==> src/sv/i2cew_pkg.sv <==
// Shared types and constants for the I2C EEPROM write-and-verify master.
// No dependencies; the APB, engine, outreg and top files import it.
package i2cew_pkg;

    typedef enum logic [1:0] {
        OP_LOAD  = 2'd0,
        OP_START = 2'd1,
        OP_TICK  = 2'd2
    } op_t;

    typedef enum logic [2:0] {
        MODE_IDLE   = 3'd0,
        MODE_WRITE  = 3'd1,
        MODE_VERIFY = 3'd2,
        MODE_PASS   = 3'd3,
        MODE_FAIL   = 3'd4
    } mode_t;

    typedef enum logic [3:0] {
        ST_IDLE      = 4'd0,
        ST_RECOVER   = 4'd1,
        ST_START     = 4'd2,
        ST_NEXT_BYTE = 4'd3,
        ST_CLK_LOW   = 4'd4,
        ST_BIT_SETUP = 4'd5,
        ST_BIT_CLK   = 4'd6,
        ST_BIT_DONE  = 4'd7,
        ST_STOP_A    = 4'd8,
        ST_STOP_B    = 4'd9,
        ST_STOP_C    = 4'd10,
        ST_STOP      = 4'd11,
        ST_RS_A      = 4'd12,
        ST_RS_B      = 4'd13,
        ST_RS_C      = 4'd14,
        ST_RS        = 4'd15
    } step_t;

    // Result of one transaction on the input channel
    typedef struct packed {
        logic  scl;
        logic  sda;
        mode_t status;
        logic  busy;
    } result_t;

    localparam logic [6:0] DEV_ADDR        = 7'h50;
    localparam logic [6:0] PHASE_LAST      = 7'd99;
    localparam logic [6:0] PHASE_RETRY     = 7'd100;
    localparam logic [3:0] BITS_PER_FRAME  = 4'd9;
    localparam logic [8:0] COUNT_CAP       = 9'd256;
    localparam logic [8:0] COUNT_RESET     = 9'd128;
    localparam logic       REG_BYTE_COUNT  = 1'b0;

endpackage

==> src/sv/i2cew_if.sv <==
// Handshake channels of the I2C EEPROM write-and-verify master.
// Input items and result items; no dependencies.
interface i2cew_in_if;
    logic       valid;
    logic       ready;
    logic [1:0] operation;
    logic [7:0] load_address;
    logic [7:0] load_data;
    logic       sda_in;

    modport source (output valid, output operation, output load_address,
                    output load_data, output sda_in, input ready);
    modport sink   (input valid, input operation, input load_address,
                    input load_data, input sda_in, output ready);
endinterface

interface i2cew_out_if;
    logic       valid;
    logic       ready;
    logic       scl_out;
    logic       sda_out;
    logic [2:0] status;
    logic       busy_res;

    modport source (output valid, output scl_out, output sda_out,
                    output status, output busy_res, input ready);
    modport sink   (input valid, input scl_out, input sda_out,
                    input status, input busy_res, output ready);
endinterface

==> src/sv/i2cew_ram.sv <==
// Generic single-write, single-read RAM with registered read data.
// No dependencies; holds the EEPROM image.
module i2cew_ram #(
    parameter int WIDTH = 8,
    parameter int DEPTH = 256
) (
    input  logic                     clk,
    input  logic                     we,
    input  logic [$clog2(DEPTH)-1:0] waddr,
    input  logic [WIDTH-1:0]         wdata,
    input  logic [$clog2(DEPTH)-1:0] raddr,
    output logic [WIDTH-1:0]         rdata
);

    logic [WIDTH-1:0] mem [DEPTH];

    always_ff @(posedge clk)
    begin
        if (we)
        begin
            mem[waddr] <= wdata;
        end
        rdata <= mem[raddr];
    end

endmodule

==> src/sv/i2cew_apb.sv <==
// APB-style configuration register block: holds byte_count.
// Depends on i2cew_pkg.
module i2cew_apb (
    input  logic        clk,
    input  logic        rst_n,
    input  logic        psel,
    input  logic        penable,
    input  logic        pwrite,
    input  logic [2:0]  paddr,
    input  logic [31:0] pwdata,
    output logic [31:0] prdata,
    output logic        pready,
    output logic [8:0]  byte_count
);
    import i2cew_pkg::*;

    logic [8:0] count_reg;
    logic [8:0] count_next;
    logic       hit;

    assign hit    = paddr[2] == REG_BYTE_COUNT;
    assign pready = 1'b1;

    always_comb
    begin
        count_next = count_reg;
        if (psel && penable && pwrite && hit)
        begin
            count_next = pwdata[8:0];
        end
    end

    always_ff @(posedge clk or negedge rst_n)
    begin
        if (!rst_n)
        begin
            count_reg <= COUNT_RESET;
        end
        else
        begin
            count_reg <= count_next;
        end
    end

    assign prdata     = hit ? {23'd0, count_reg} : 32'd0;
    assign byte_count = count_reg;

endmodule

==> src/sv/i2cew_engine.sv <==
// Bus sequencer: applies one transaction per cycle, while one is accepted, to the
// job state and drives the image RAM ports. Depends on i2cew_pkg.
module i2cew_engine #(
    parameter int IMAGE_DEPTH    = 256,
    parameter int RECOVERY_EDGES = 10
) (
    input  logic                           clk,
    input  logic                           rst_n,
    input  logic                           accept,
    input  logic [1:0]                     operation,
    input  logic [7:0]                     load_address,
    input  logic [7:0]                     load_data,
    input  logic                           sda_in,
    input  logic [8:0]                     byte_count,
    output logic                           mem_we,
    output logic [$clog2(IMAGE_DEPTH)-1:0] mem_waddr,
    output logic [7:0]                     mem_wdata,
    output logic [$clog2(IMAGE_DEPTH)-1:0] mem_raddr,
    input  logic [7:0]                     mem_rdata,
    output i2cew_pkg::result_t             result
);
    import i2cew_pkg::*;

    localparam int IDX_W = $clog2(IMAGE_DEPTH);

    step_t            step_reg,     step_next;
    mode_t            mode_reg,     mode_next;
    logic [7:0]       shift_reg,    shift_next;
    logic [3:0]       bitcnt_reg,   bitcnt_next;
    logic [6:0]       phase_reg,    phase_next;
    logic [8:0]       ptr_reg,      ptr_next;
    logic [IDX_W-1:0] idx_reg,      idx_next;
    logic             rdphase_reg,  rdphase_next;
    logic             match_reg,    match_next;
    logic             scl_reg,      scl_next;
    logic             sda_reg,      sda_next;
    logic             shpend_reg,   shpend_next;
    logic             cmppend_reg,  cmppend_next;
    logic [7:0]       cmpbyte_reg,  cmpbyte_next;

    logic [7:0]       shift_eff;
    logic             match_eff;
    logic             busy;
    logic [8:0]       limit;
    logic [8:0]       ptr_inc;
    logic [IDX_W-1:0] idx_inc;
    logic [3:0]       bit_dec;

    // RAM data read in the previous cycle resolves any pending load or compare
    assign shift_eff = shpend_reg ? mem_rdata : shift_reg;
    assign match_eff = cmppend_reg ? (match_reg && (mem_rdata == cmpbyte_reg)) : match_reg;

    assign busy    = (mode_reg == MODE_WRITE) || (mode_reg == MODE_VERIFY);
    assign limit   = byte_count[8] ? COUNT_CAP : byte_count;
    assign ptr_inc = ptr_reg + 9'd1;
    assign idx_inc = (idx_reg == IDX_W'(IMAGE_DEPTH - 1)) ? '0 : idx_reg + IDX_W'(1);
    assign bit_dec = bitcnt_reg - 4'd1;

    assign mem_raddr = idx_reg;

    always_comb
    begin
        step_next    = step_reg;
        mode_next    = mode_reg;
        shift_next   = shift_eff;
        bitcnt_next  = bitcnt_reg;
        phase_next   = phase_reg;
        ptr_next     = ptr_reg;
        idx_next     = idx_reg;
        rdphase_next = rdphase_reg;
        match_next   = match_eff;
        scl_next     = scl_reg;
        sda_next     = sda_reg;
        shpend_next  = 1'b0;
        cmppend_next = 1'b0;
        cmpbyte_next = cmpbyte_reg;
        mem_we       = 1'b0;
        mem_waddr    = idx_reg;
        mem_wdata    = shift_eff;

        if (accept)
        begin
            case (operation)
                OP_LOAD:
                begin
                    if ({1'b0, load_address} < 9'(IMAGE_DEPTH))
                    begin
                        mem_we    = 1'b1;
                        mem_waddr = load_address[IDX_W-1:0];
                        mem_wdata = load_data;
                    end
                end
                OP_START:
                begin
                    if (!busy)
                    begin
                        mode_next = MODE_WRITE;
                        step_next = ST_IDLE;
                    end
                end
                OP_TICK:
                begin
                    if (busy)
                    begin
                        case (step_reg)
                            ST_RECOVER:
                            begin
                                sda_next = 1'b1;
                                if (bitcnt_reg != 4'd0)
                                begin
                                    bitcnt_next = bit_dec;
                                    scl_next    = !scl_reg;
                                end
                                if ((bitcnt_reg == 4'd0) || (bit_dec == 4'd0))
                                begin
                                    step_next = ST_START;
                                end
                            end
                            ST_START:
                            begin
                                sda_next   = 1'b0;
                                phase_next = 7'd0;
                                step_next  = ST_NEXT_BYTE;
                            end
                            ST_NEXT_BYTE:
                            begin
                                rdphase_next = 1'b0;
                                phase_next   = phase_reg + 7'd1;
                                case (phase_reg)
                                    7'd0: shift_next = {DEV_ADDR, 1'b0};
                                    7'd1: shift_next = ptr_reg[7:0];
                                    7'd2:
                                    begin
                                        if (mode_reg == MODE_WRITE)
                                        begin
                                            // image byte arrives from the RAM next cycle
                                            shpend_next = 1'b1;
                                            ptr_next    = ptr_inc;
                                            idx_next    = idx_inc;
                                            phase_next  = PHASE_LAST;
                                        end
                                        else
                                        begin
                                            shift_next = {DEV_ADDR, 1'b1};
                                        end
                                    end
                                    7'd3:
                                    begin
                                        rdphase_next = 1'b1;
                                        phase_next   = PHASE_LAST;
                                    end
                                    default: ;
                                endcase
                                bitcnt_next = BITS_PER_FRAME;
                                scl_next    = 1'b0;
                                if (rdphase_next)
                                begin
                                    sda_next = 1'b1;
                                end
                                step_next = ST_BIT_SETUP;
                            end
                            ST_CLK_LOW:
                            begin
                                scl_next = 1'b0;
                                if (rdphase_reg)
                                begin
                                    sda_next = 1'b1;
                                end
                                step_next = ST_BIT_SETUP;
                            end
                            ST_BIT_SETUP:
                            begin
                                bitcnt_next = bit_dec;
                                sda_next    = rdphase_reg ? 1'b1 : shift_eff[7];
                                if (!rdphase_reg || (bit_dec != 4'd0))
                                begin
                                    shift_next = {shift_eff[6:0], !rdphase_reg};
                                end
                                step_next = ST_BIT_CLK;
                            end
                            ST_BIT_CLK:
                            begin
                                scl_next = 1'b1;
                                if ((bitcnt_reg != 4'd0) && rdphase_reg && sda_in)
                                begin
                                    shift_next = {shift_eff[7:1], 1'b1};
                                end
                                if (bitcnt_reg == 4'd0)
                                begin
                                    if (!rdphase_reg)
                                    begin
                                        if (sda_in)
                                        begin
                                            phase_next = PHASE_RETRY;
                                        end
                                    end
                                    else
                                    begin
                                        // write back the byte read; compare old contents next cycle
                                        mem_we       = 1'b1;
                                        mem_waddr    = idx_reg;
                                        mem_wdata    = shift_eff;
                                        cmppend_next = 1'b1;
                                        cmpbyte_next = shift_eff;
                                        ptr_next     = ptr_inc;
                                        idx_next     = idx_inc;
                                    end
                                end
                                step_next = ST_BIT_DONE;
                            end
                            ST_BIT_DONE:
                            begin
                                if (bitcnt_reg != 4'd0)
                                begin
                                    step_next = ST_CLK_LOW;
                                end
                                else if ((mode_reg == MODE_VERIFY) && (phase_reg == 7'd2))
                                begin
                                    step_next = ST_RS_A;
                                end
                                else if (phase_reg < PHASE_LAST)
                                begin
                                    step_next = ST_NEXT_BYTE;
                                end
                                else if (phase_reg == PHASE_RETRY)
                                begin
                                    step_next = ST_RECOVER;
                                end
                                else
                                begin
                                    step_next = ST_STOP_A;
                                end
                            end
                            ST_STOP_A:
                            begin
                                scl_next  = 1'b0;
                                step_next = ST_STOP_B;
                            end
                            ST_STOP_B:
                            begin
                                sda_next  = 1'b0;
                                step_next = ST_STOP_C;
                            end
                            ST_STOP_C:
                            begin
                                scl_next  = 1'b1;
                                step_next = ST_STOP;
                            end
                            ST_STOP:
                            begin
                                sda_next = 1'b1;
                                if (ptr_reg < limit)
                                begin
                                    step_next = ST_RECOVER;
                                end
                                else
                                begin
                                    if (mode_reg == MODE_WRITE)
                                    begin
                                        mode_next  = MODE_VERIFY;
                                        match_next = 1'b1;
                                    end
                                    else
                                    begin
                                        mode_next = match_eff ? MODE_PASS : MODE_FAIL;
                                    end
                                    step_next = ST_IDLE;
                                end
                            end
                            ST_RS_A:
                            begin
                                scl_next  = 1'b0;
                                step_next = ST_RS_B;
                            end
                            ST_RS_B:
                            begin
                                sda_next  = 1'b1;
                                step_next = ST_RS_C;
                            end
                            ST_RS_C:
                            begin
                                scl_next  = 1'b1;
                                step_next = ST_RS;
                            end
                            ST_RS:
                            begin
                                sda_next  = 1'b0;
                                step_next = ST_NEXT_BYTE;
                            end
                            default:
                            begin
                                // idle step: release the bus and arm the recovery burst
                                scl_next    = 1'b1;
                                sda_next    = 1'b1;
                                step_next   = ST_RECOVER;
                                ptr_next    = 9'd0;
                                idx_next    = '0;
                                bitcnt_next = 4'(RECOVERY_EDGES);
                            end
                        endcase
                    end
                end
                default: ;
            endcase
        end
    end

    always_ff @(posedge clk or negedge rst_n)
    begin
        if (!rst_n)
        begin
            step_reg    <= ST_IDLE;
            mode_reg    <= MODE_IDLE;
            shift_reg   <= 8'd0;
            bitcnt_reg  <= 4'd0;
            phase_reg   <= 7'd0;
            ptr_reg     <= 9'd0;
            idx_reg     <= '0;
            rdphase_reg <= 1'b0;
            match_reg   <= 1'b0;
            scl_reg     <= 1'b1;
            sda_reg     <= 1'b1;
            shpend_reg  <= 1'b0;
            cmppend_reg <= 1'b0;
            cmpbyte_reg <= 8'd0;
        end
        else
        begin
            step_reg    <= step_next;
            mode_reg    <= mode_next;
            shift_reg   <= shift_next;
            bitcnt_reg  <= bitcnt_next;
            phase_reg   <= phase_next;
            ptr_reg     <= ptr_next;
            idx_reg     <= idx_next;
            rdphase_reg <= rdphase_next;
            match_reg   <= match_next;
            scl_reg     <= scl_next;
            sda_reg     <= sda_next;
            shpend_reg  <= shpend_next;
            cmppend_reg <= cmppend_next;
            cmpbyte_reg <= cmpbyte_next;
        end
    end

    assign result.scl    = scl_next;
    assign result.sda    = sda_next;
    assign result.status = mode_next;
    assign result.busy   = (mode_next == MODE_WRITE) || (mode_next == MODE_VERIFY);

endmodule

==> src/sv/i2cew_top_note.sv <==
// Result register stage: holds one result transaction until it is taken.
// Depends on i2cew_pkg.
module i2cew_outreg (
    input  logic               clk,
    input  logic               rst_n,
    input  logic               in_valid,
    output logic               in_ready,
    input  i2cew_pkg::result_t res,
    output logic               out_valid,
    input  logic               out_ready,
    output i2cew_pkg::result_t out_res
);
    import i2cew_pkg::*;

    logic    valid_reg, valid_next;
    result_t res_reg;

    assign in_ready = !valid_reg || out_ready;

    always_comb
    begin
        valid_next = valid_reg;
        if (in_valid && in_ready)
        begin
            valid_next = 1'b1;
        end
        else if (out_ready)
        begin
            valid_next = 1'b0;
        end
    end

    always_ff @(posedge clk or negedge rst_n)
    begin
        if (!rst_n)
        begin
            valid_reg <= 1'b0;
        end
        else
        begin
            valid_reg <= valid_next;
        end
    end

    always_ff @(posedge clk)
    begin
        if (in_valid && in_ready)
        begin
            res_reg <= res;
        end
    end

    assign out_valid = valid_reg;
    assign out_res   = res_reg;

endmodule

==> src/sv/i2c_eeprom_write_verify_master.sv <==
// Top level of the bit-banged I2C EEPROM write-and-verify master.
// Depends on i2cew_pkg, the channel interfaces, i2cew_ram, i2cew_apb,
// i2cew_engine and i2cew_outreg.
//
// Usage:
//   in_ch carries load, start and tick transactions; out_ch returns one
//   result transaction (scl_out, sda_out, status, busy_res) for each.
//   Load the image first, write byte_count over APB (address 0) while idle,
//   send a start, then one tick per bus step with the sampled SDA level.
//   Drive SCL and SDA open-drain from scl_out and sda_out.
// Timing:
//   One transaction per cycle while in_ch.ready is high; the result appears
//   in the cycle after accept. Image bytes come from a single-port-read RAM
//   whose data lands in the next cycle and is forwarded into the next step;
//   a verify compare completes in the cycle after its write-back.
// Reset:
//   Control state clears at once, both lines released, status idle. The
//   image RAM is not cleared; load every byte the job will touch.
// Back-pressure:
//   A result register holds a stalled result; in_ch.ready drops only while
//   that register is full and out_ch.ready is low.
module i2c_eeprom_write_verify_master #(
    parameter int IMAGE_DEPTH    = 256,
    parameter int RECOVERY_EDGES = 10
) (
    input  logic        clk,
    input  logic        rst_n,
    i2cew_in_if.sink    in_ch,
    i2cew_out_if.source out_ch,
    input  logic        psel,
    input  logic        penable,
    input  logic        pwrite,
    input  logic [2:0]  paddr,
    input  logic [31:0] pwdata,
    output logic [31:0] prdata,
    output logic        pready
);
    import i2cew_pkg::*;

    localparam int IDX_W = $clog2(IMAGE_DEPTH);

    logic [8:0]       byte_count;
    logic             accept;
    logic             mem_we;
    logic [IDX_W-1:0] mem_waddr;
    logic [7:0]       mem_wdata;
    logic [IDX_W-1:0] mem_raddr;
    logic [7:0]       mem_rdata;
    result_t          res;
    result_t          out_res;

    assign accept = in_ch.valid && in_ch.ready;

    i2cew_apb u_apb (
        .clk        (clk),
        .rst_n      (rst_n),
        .psel       (psel),
        .penable    (penable),
        .pwrite     (pwrite),
        .paddr      (paddr),
        .pwdata     (pwdata),
        .prdata     (prdata),
        .pready     (pready),
        .byte_count (byte_count)
    );

    i2cew_ram #(
        .WIDTH (8),
        .DEPTH (IMAGE_DEPTH)
    ) u_image (
        .clk   (clk),
        .we    (mem_we),
        .waddr (mem_waddr),
        .wdata (mem_wdata),
        .raddr (mem_raddr),
        .rdata (mem_rdata)
    );

    i2cew_engine #(
        .IMAGE_DEPTH    (IMAGE_DEPTH),
        .RECOVERY_EDGES (RECOVERY_EDGES)
    ) u_engine (
        .clk          (clk),
        .rst_n        (rst_n),
        .accept       (accept),
        .operation    (in_ch.operation),
        .load_address (in_ch.load_address),
        .load_data    (in_ch.load_data),
        .sda_in       (in_ch.sda_in),
        .byte_count   (byte_count),
        .mem_we       (mem_we),
        .mem_waddr    (mem_waddr),
        .mem_wdata    (mem_wdata),
        .mem_raddr    (mem_raddr),
        .mem_rdata    (mem_rdata),
        .result       (res)
    );

    i2cew_outreg u_outreg (
        .clk       (clk),
        .rst_n     (rst_n),
        .in_valid  (in_ch.valid),
        .in_ready  (in_ch.ready),
        .res       (res),
        .out_valid (out_ch.valid),
        .out_ready (out_ch.ready),
        .out_res   (out_res)
    );

    assign out_ch.scl_out  = out_res.scl;
    assign out_ch.sda_out  = out_res.sda;
    assign out_ch.status   = out_res.status;
    assign out_ch.busy_res = out_res.busy;

endmodule
==> src/flat_wrapper.sv <==
// flat-port wrapper written by rule: the top's interface ports become plain ports
module i2c_eeprom_write_verify_master_flat import i2cew_pkg::*;
#(
    parameter int IMAGE_DEPTH    = 256,
    parameter int RECOVERY_EDGES = 10
)
  (clk, rst_n, psel, penable, pwrite, paddr, pwdata, prdata, pready, in_ch_valid, in_ch_operation, in_ch_load_address, in_ch_load_data, in_ch_sda_in, in_ch_ready, out_ch_valid, out_ch_scl_out, out_ch_sda_out, out_ch_status, out_ch_busy_res, out_ch_ready);
  i2cew_in_if in_ch_i ();
  i2cew_out_if out_ch_i ();
  input  logic clk;
  input  logic rst_n;
  input  logic psel;
  input  logic penable;
  input  logic pwrite;
  input  logic [2:0] paddr;
  input  logic [31:0] pwdata;
  output logic [31:0] prdata;
  output logic pready;
  input wire logic [$bits(in_ch_i.valid)-1:0] in_ch_valid;
  input wire logic [$bits(in_ch_i.operation)-1:0] in_ch_operation;
  input wire logic [$bits(in_ch_i.load_address)-1:0] in_ch_load_address;
  input wire logic [$bits(in_ch_i.load_data)-1:0] in_ch_load_data;
  input wire logic [$bits(in_ch_i.sda_in)-1:0] in_ch_sda_in;
  output wire logic [$bits(in_ch_i.ready)-1:0] in_ch_ready;
  output wire logic [$bits(out_ch_i.valid)-1:0] out_ch_valid;
  output wire logic [$bits(out_ch_i.scl_out)-1:0] out_ch_scl_out;
  output wire logic [$bits(out_ch_i.sda_out)-1:0] out_ch_sda_out;
  output wire logic [$bits(out_ch_i.status)-1:0] out_ch_status;
  output wire logic [$bits(out_ch_i.busy_res)-1:0] out_ch_busy_res;
  input wire logic [$bits(out_ch_i.ready)-1:0] out_ch_ready;
  assign in_ch_i.valid = in_ch_valid;
  assign in_ch_i.operation = in_ch_operation;
  assign in_ch_i.load_address = in_ch_load_address;
  assign in_ch_i.load_data = in_ch_load_data;
  assign in_ch_i.sda_in = in_ch_sda_in;
  assign in_ch_ready = in_ch_i.ready;
  assign out_ch_valid = out_ch_i.valid;
  assign out_ch_scl_out = out_ch_i.scl_out;
  assign out_ch_sda_out = out_ch_i.sda_out;
  assign out_ch_status = out_ch_i.status;
  assign out_ch_busy_res = out_ch_i.busy_res;
  assign out_ch_i.ready = out_ch_ready;
  i2c_eeprom_write_verify_master #(.IMAGE_DEPTH(IMAGE_DEPTH), .RECOVERY_EDGES(RECOVERY_EDGES)) u_core (.clk(clk), .rst_n(rst_n), .in_ch(in_ch_i), .out_ch(out_ch_i), .psel(psel), .penable(penable), .pwrite(pwrite), .paddr(paddr), .pwdata(pwdata), .prdata(prdata), .pready(pready));
endmodule
==> config.mk <==
export PLATFORM = sky130hd
export DESIGN_NAME = i2c_eeprom_write_verify_master_flat
export DESIGN_NICKNAME = d
export VERILOG_FILES = /design/src/sv/i2cew_pkg.sv /design/src/sv/i2cew_if.sv /design/src/sv/i2cew_ram.sv /design/src/sv/i2cew_apb.sv /design/src/sv/i2cew_engine.sv /design/src/sv/i2cew_top_note.sv /design/src/sv/i2c_eeprom_write_verify_master.sv /design/src/flat_wrapper.sv
export SDC_FILE = /design/constraint.sdc
export NUM_CORES = 2
export LEC_CHECK = 0
export BUFFER_PORTS_ARGS = -buffer_cell sky130_fd_sc_hd__buf_4
export CORE_MARGIN = 8
export CORE_UTILIZATION = 50
export DETAILED_ROUTE_END_ITERATION = 6
export PLACE_DENSITY = 0.73
export SLEW_MARGIN = 25
export SYNTH_ARGS = -nofsm -noshare
export SYNTH_HDL_FRONTEND = slang
export SYNTH_HIERARCHICAL = 1
export SYNTH_SLANG_ARGS = --single-unit
==> constraint.sdc <==
create_clock -name clk -period 9.05 [get_ports clk]
set_clock_uncertainty 0.15 [all_clocks]
set_input_delay 0.905 -clock clk [delete_from_list [all_inputs] [get_ports clk]]
set_output_delay 0.905 -clock clk [all_outputs]
set_load 0.02 [all_outputs]
==> flow_summary.yaml <==
finish:
  area_growth_pct: 10.4
  num_antenna_cells: 0
  drive_gt1_frac: 0.211
  stdcell_area_um2: 93500
  largest_reg_flops: 2048
  nets: 4451
route:
  firstDrtPassIters: 6
  ant_nets: 0
  drtIter0Drc: 5859
  drt-total-wl_um: 198000
  drcViolationCount: 0
  viasPerCell: 6.41
  avgRoutedWirePerCell_um: 29.3
  via_count: 43300
clock_network:
  cts_resized: 0
  cts_buffers: 196
  cts.hold.buffers_added: 0
  h-tree-depth: 4
  post_cts_buffers: 0
  clk_pin_slew_ns: 0.06
  cts_root_buf: "clkbuf_16"
  clk_latency_ns: 0.82
  clk_path_buf_depth: 3
  clock-sinks: 2129
  cts_tree: "built"
place:
  place_ws_ns: 2.76
  dp_hpwl_um: 117000
  gp_congestion: 0.869
  dpl_cell_area_um2: 87100
  port_buffers: 52
timing:
  slew_headroom: 0.138
  finalHoldViolCount: 0
  max_freq_ghz: 0.172
  fin_crit_sh: 0.641
  min_period_ns: 5.80
  worst_pin_slew_ns: 1.28
  rsz0062_at_grt: "no"
  slew_violations: 0
  setup_viol: 0
  layout_setup_ws_ns: 3.25
power_and_ir_drop:
  p_per_area_nw_per_um2: 227
  p_leak_nw: 27.9
  ir_drop_uv: 166
synthesis:
  syn_inst: 4307
  yosysSeqAreaShare: 0.750
  synth_ff_type: "edfxtp_1"
  synth_edf_count: 2054
  yosysUniqueCellTypes: 100
  yosys_warnings: 6
  avgSynthCellArea_um2: 19.7
  synth-async-reset-ratio: 0.0315
  synthesis.area_um2: 84700
  ys_ff_latch: 2129
critical_path:
  r2r_slack_ns: 3.25
  worstRegToRegCells: 9
  endpoint: "u_core/u_image/mem[91][3]"
  critPathLaunch: "u_core/u_outreg/out_valid"
  critPathKind: "register to register"
  timing.rr.start: "u_core/u_outreg/out_valid"
  r2r_end: "u_core/u_image/mem[91][3]"
  cp_data_required_time_ns: 9.33
  worstSetupEndpointType: "register"
  crit_path_start_kind: "register"
  cp_max_fo: 19
  arrival_ns: 6.08
run:
  cap_violations: 0
floorplanning:
  start_util: 0.501
  die_h_um: 428
  fp.dieW_um: 428
  coreArea_um2: 169000
  dieArea_um2: 183000
  num_io_pins: 102
  rows: 151
hold_path:
  hp-class: "primary input to asynchronous set/reset pin"
global_routing:
  grt_pass1_vias: 42700
  grt_pass1_wl_um: 289000
  grt_max_degree: 225
  grt.overflow.total: 0
  antenna_found_initial: 3
  grt_usage: 0.213
outcome:
  status: "complete, no violations"
-- critical path, cell delays in order (launching register included) --
cell,delay [ns]
dfrtp_1,0.41
nand2b_4,0.09
and2_1,0.22
nand2_1,0.18
nor3_1,0.67
nand3_1,0.67
nand2_1,0.86
nand4_1,0.85
buf_4,0.52
nor2_1,0.76
-- per-layer routing --
metal / up-vias / global-route usage / routed length (um) / share of wire
met5: - / 0 / 13 / 0.000066
met4: 2 / 0.0687 / 6710 / 0.034
met3: 372 / 0.0477 / 20600 / 0.10
met2: 2491 / 0.341 / 94400 / 0.48
met1: 22500 / 0.295 / 75900 / 0.38
li1: 17900 / - / - / -
-- synthesized netlist by cell type, drive strengths merged, types with 20 or more instances --
cell type	count	area share
nand3	48	0.0028
nand2	83	0.0037
nand4	21	0.0016
nor2	342	0.015
nor4	30	0.0025
nor2b	33	0.0024
nor3	37	0.0022
mux2i	148	0.017
a21oi	118	0.0070
nand2b	22	0.0017
mux4	456	0.12
o21ai	60	0.0035
o221ai	51	0.0053
buf	157	0.015
dfrtp	64	0.019
mux2	20	0.0027
edfxtp	2054	0.73
a211oi	22	0.0020
clkbuf	122	0.0054
a22oi	134	0.012
o22ai	33	0.0024
-- worst min-delay path by stage --
stage	startpoint	cells after the start	end	slack, ns
floorplan	u_core/u_engine/cmpbyte_reg[1]	2	u_core/u_engine/cmpbyte_reg[1]	0.32
global placement	u_core/u_engine/cmpbyte_reg[1]	2	u_core/u_engine/cmpbyte_reg[1]	0.33
detailed placement	u_core/u_engine/cmpbyte_reg[3]	2	u_core/u_engine/cmpbyte_reg[3]	0.35
CTS	rst_n	1	u_core/u_engine/ptr_reg[6]	0.05
global route	rst_n	1	u_core/u_apb/byte_count[5]	0.12
finish	rst_n	1	u_core/u_apb/byte_count[6]	0.06
-- cell families after synthesis --
kind of cell | Yosys count | share of synthesized area
AOI/OAI and AO/OA | 523 | 0.0429
xor gates and xnor gates | 16 | 0.00165
adders and majority gates | 19 | 0.00281
buffers and inverters | 299 | 0.0214
DFF | 2129 | 0.750
muxes | 624 | 0.141
other | 2 | 0.0000887
and+or+nand+nor | 695 | 0.0397
-- per-stage QoR --
| stage | utilization | hold WS (ns) | total power (W) | std cells | setup TNS [ns] |
|---|---|---|---|---|---|
| 2_1_floorplan | - | 0.320 | 0.0126 | 4329 | -2440.96 |
| 3_3_place_gp | 0.516 | 0.334 | 0.0131 | 6390 | 0 |
| 3_5_place_dp | 0.516 | 0.349 | 0.0132 | 6390 | 0 |
| 4_1_cts | 0.554 | 0.0510 | 0.0213 | 6749 | 0 |
| 5_1_grt | 0.554 | 0.120 | 0.0218 | 6750 | 0 |
| 6_report | 0.554 | 0.0575 | 0.0212 | 6750 | 0 |
-- area by class of cell --
class,instances,area (um^2)
clock inverter,123,1270
fill,12400,75400
clock buffer,236,5150
multi-input combinational,1901,19600
timing repair buffer,123,1100
sequential,2129,63500
tap,2218,2780
inverter,20,75.1
-- where the power goes --
group,switching [W],internal (W)
Clock,0.00353,0.00471
Combinational,0.00121,0.000671
Sequential,0.000110,0.0110
-- cells in the final DEF (no fill, tap or decap), drive strengths merged, types with 60 or more instances in the layout --
cell type / netlist / routed
a21oi: 118 / 118
a22oi: 134 / 134
buf: 157 / 123
clkbuf: 122 / 236
clkinv: 2 / 88
dfrtp: 64 / 64
edfxtp: 2054 / 2054
mux2i: 148 / 148
mux4: 456 / 456
nand2: 83 / 83
nor2: 342 / 342
o21ai: 60 / 60
Power figures use the tool's default switching activity.
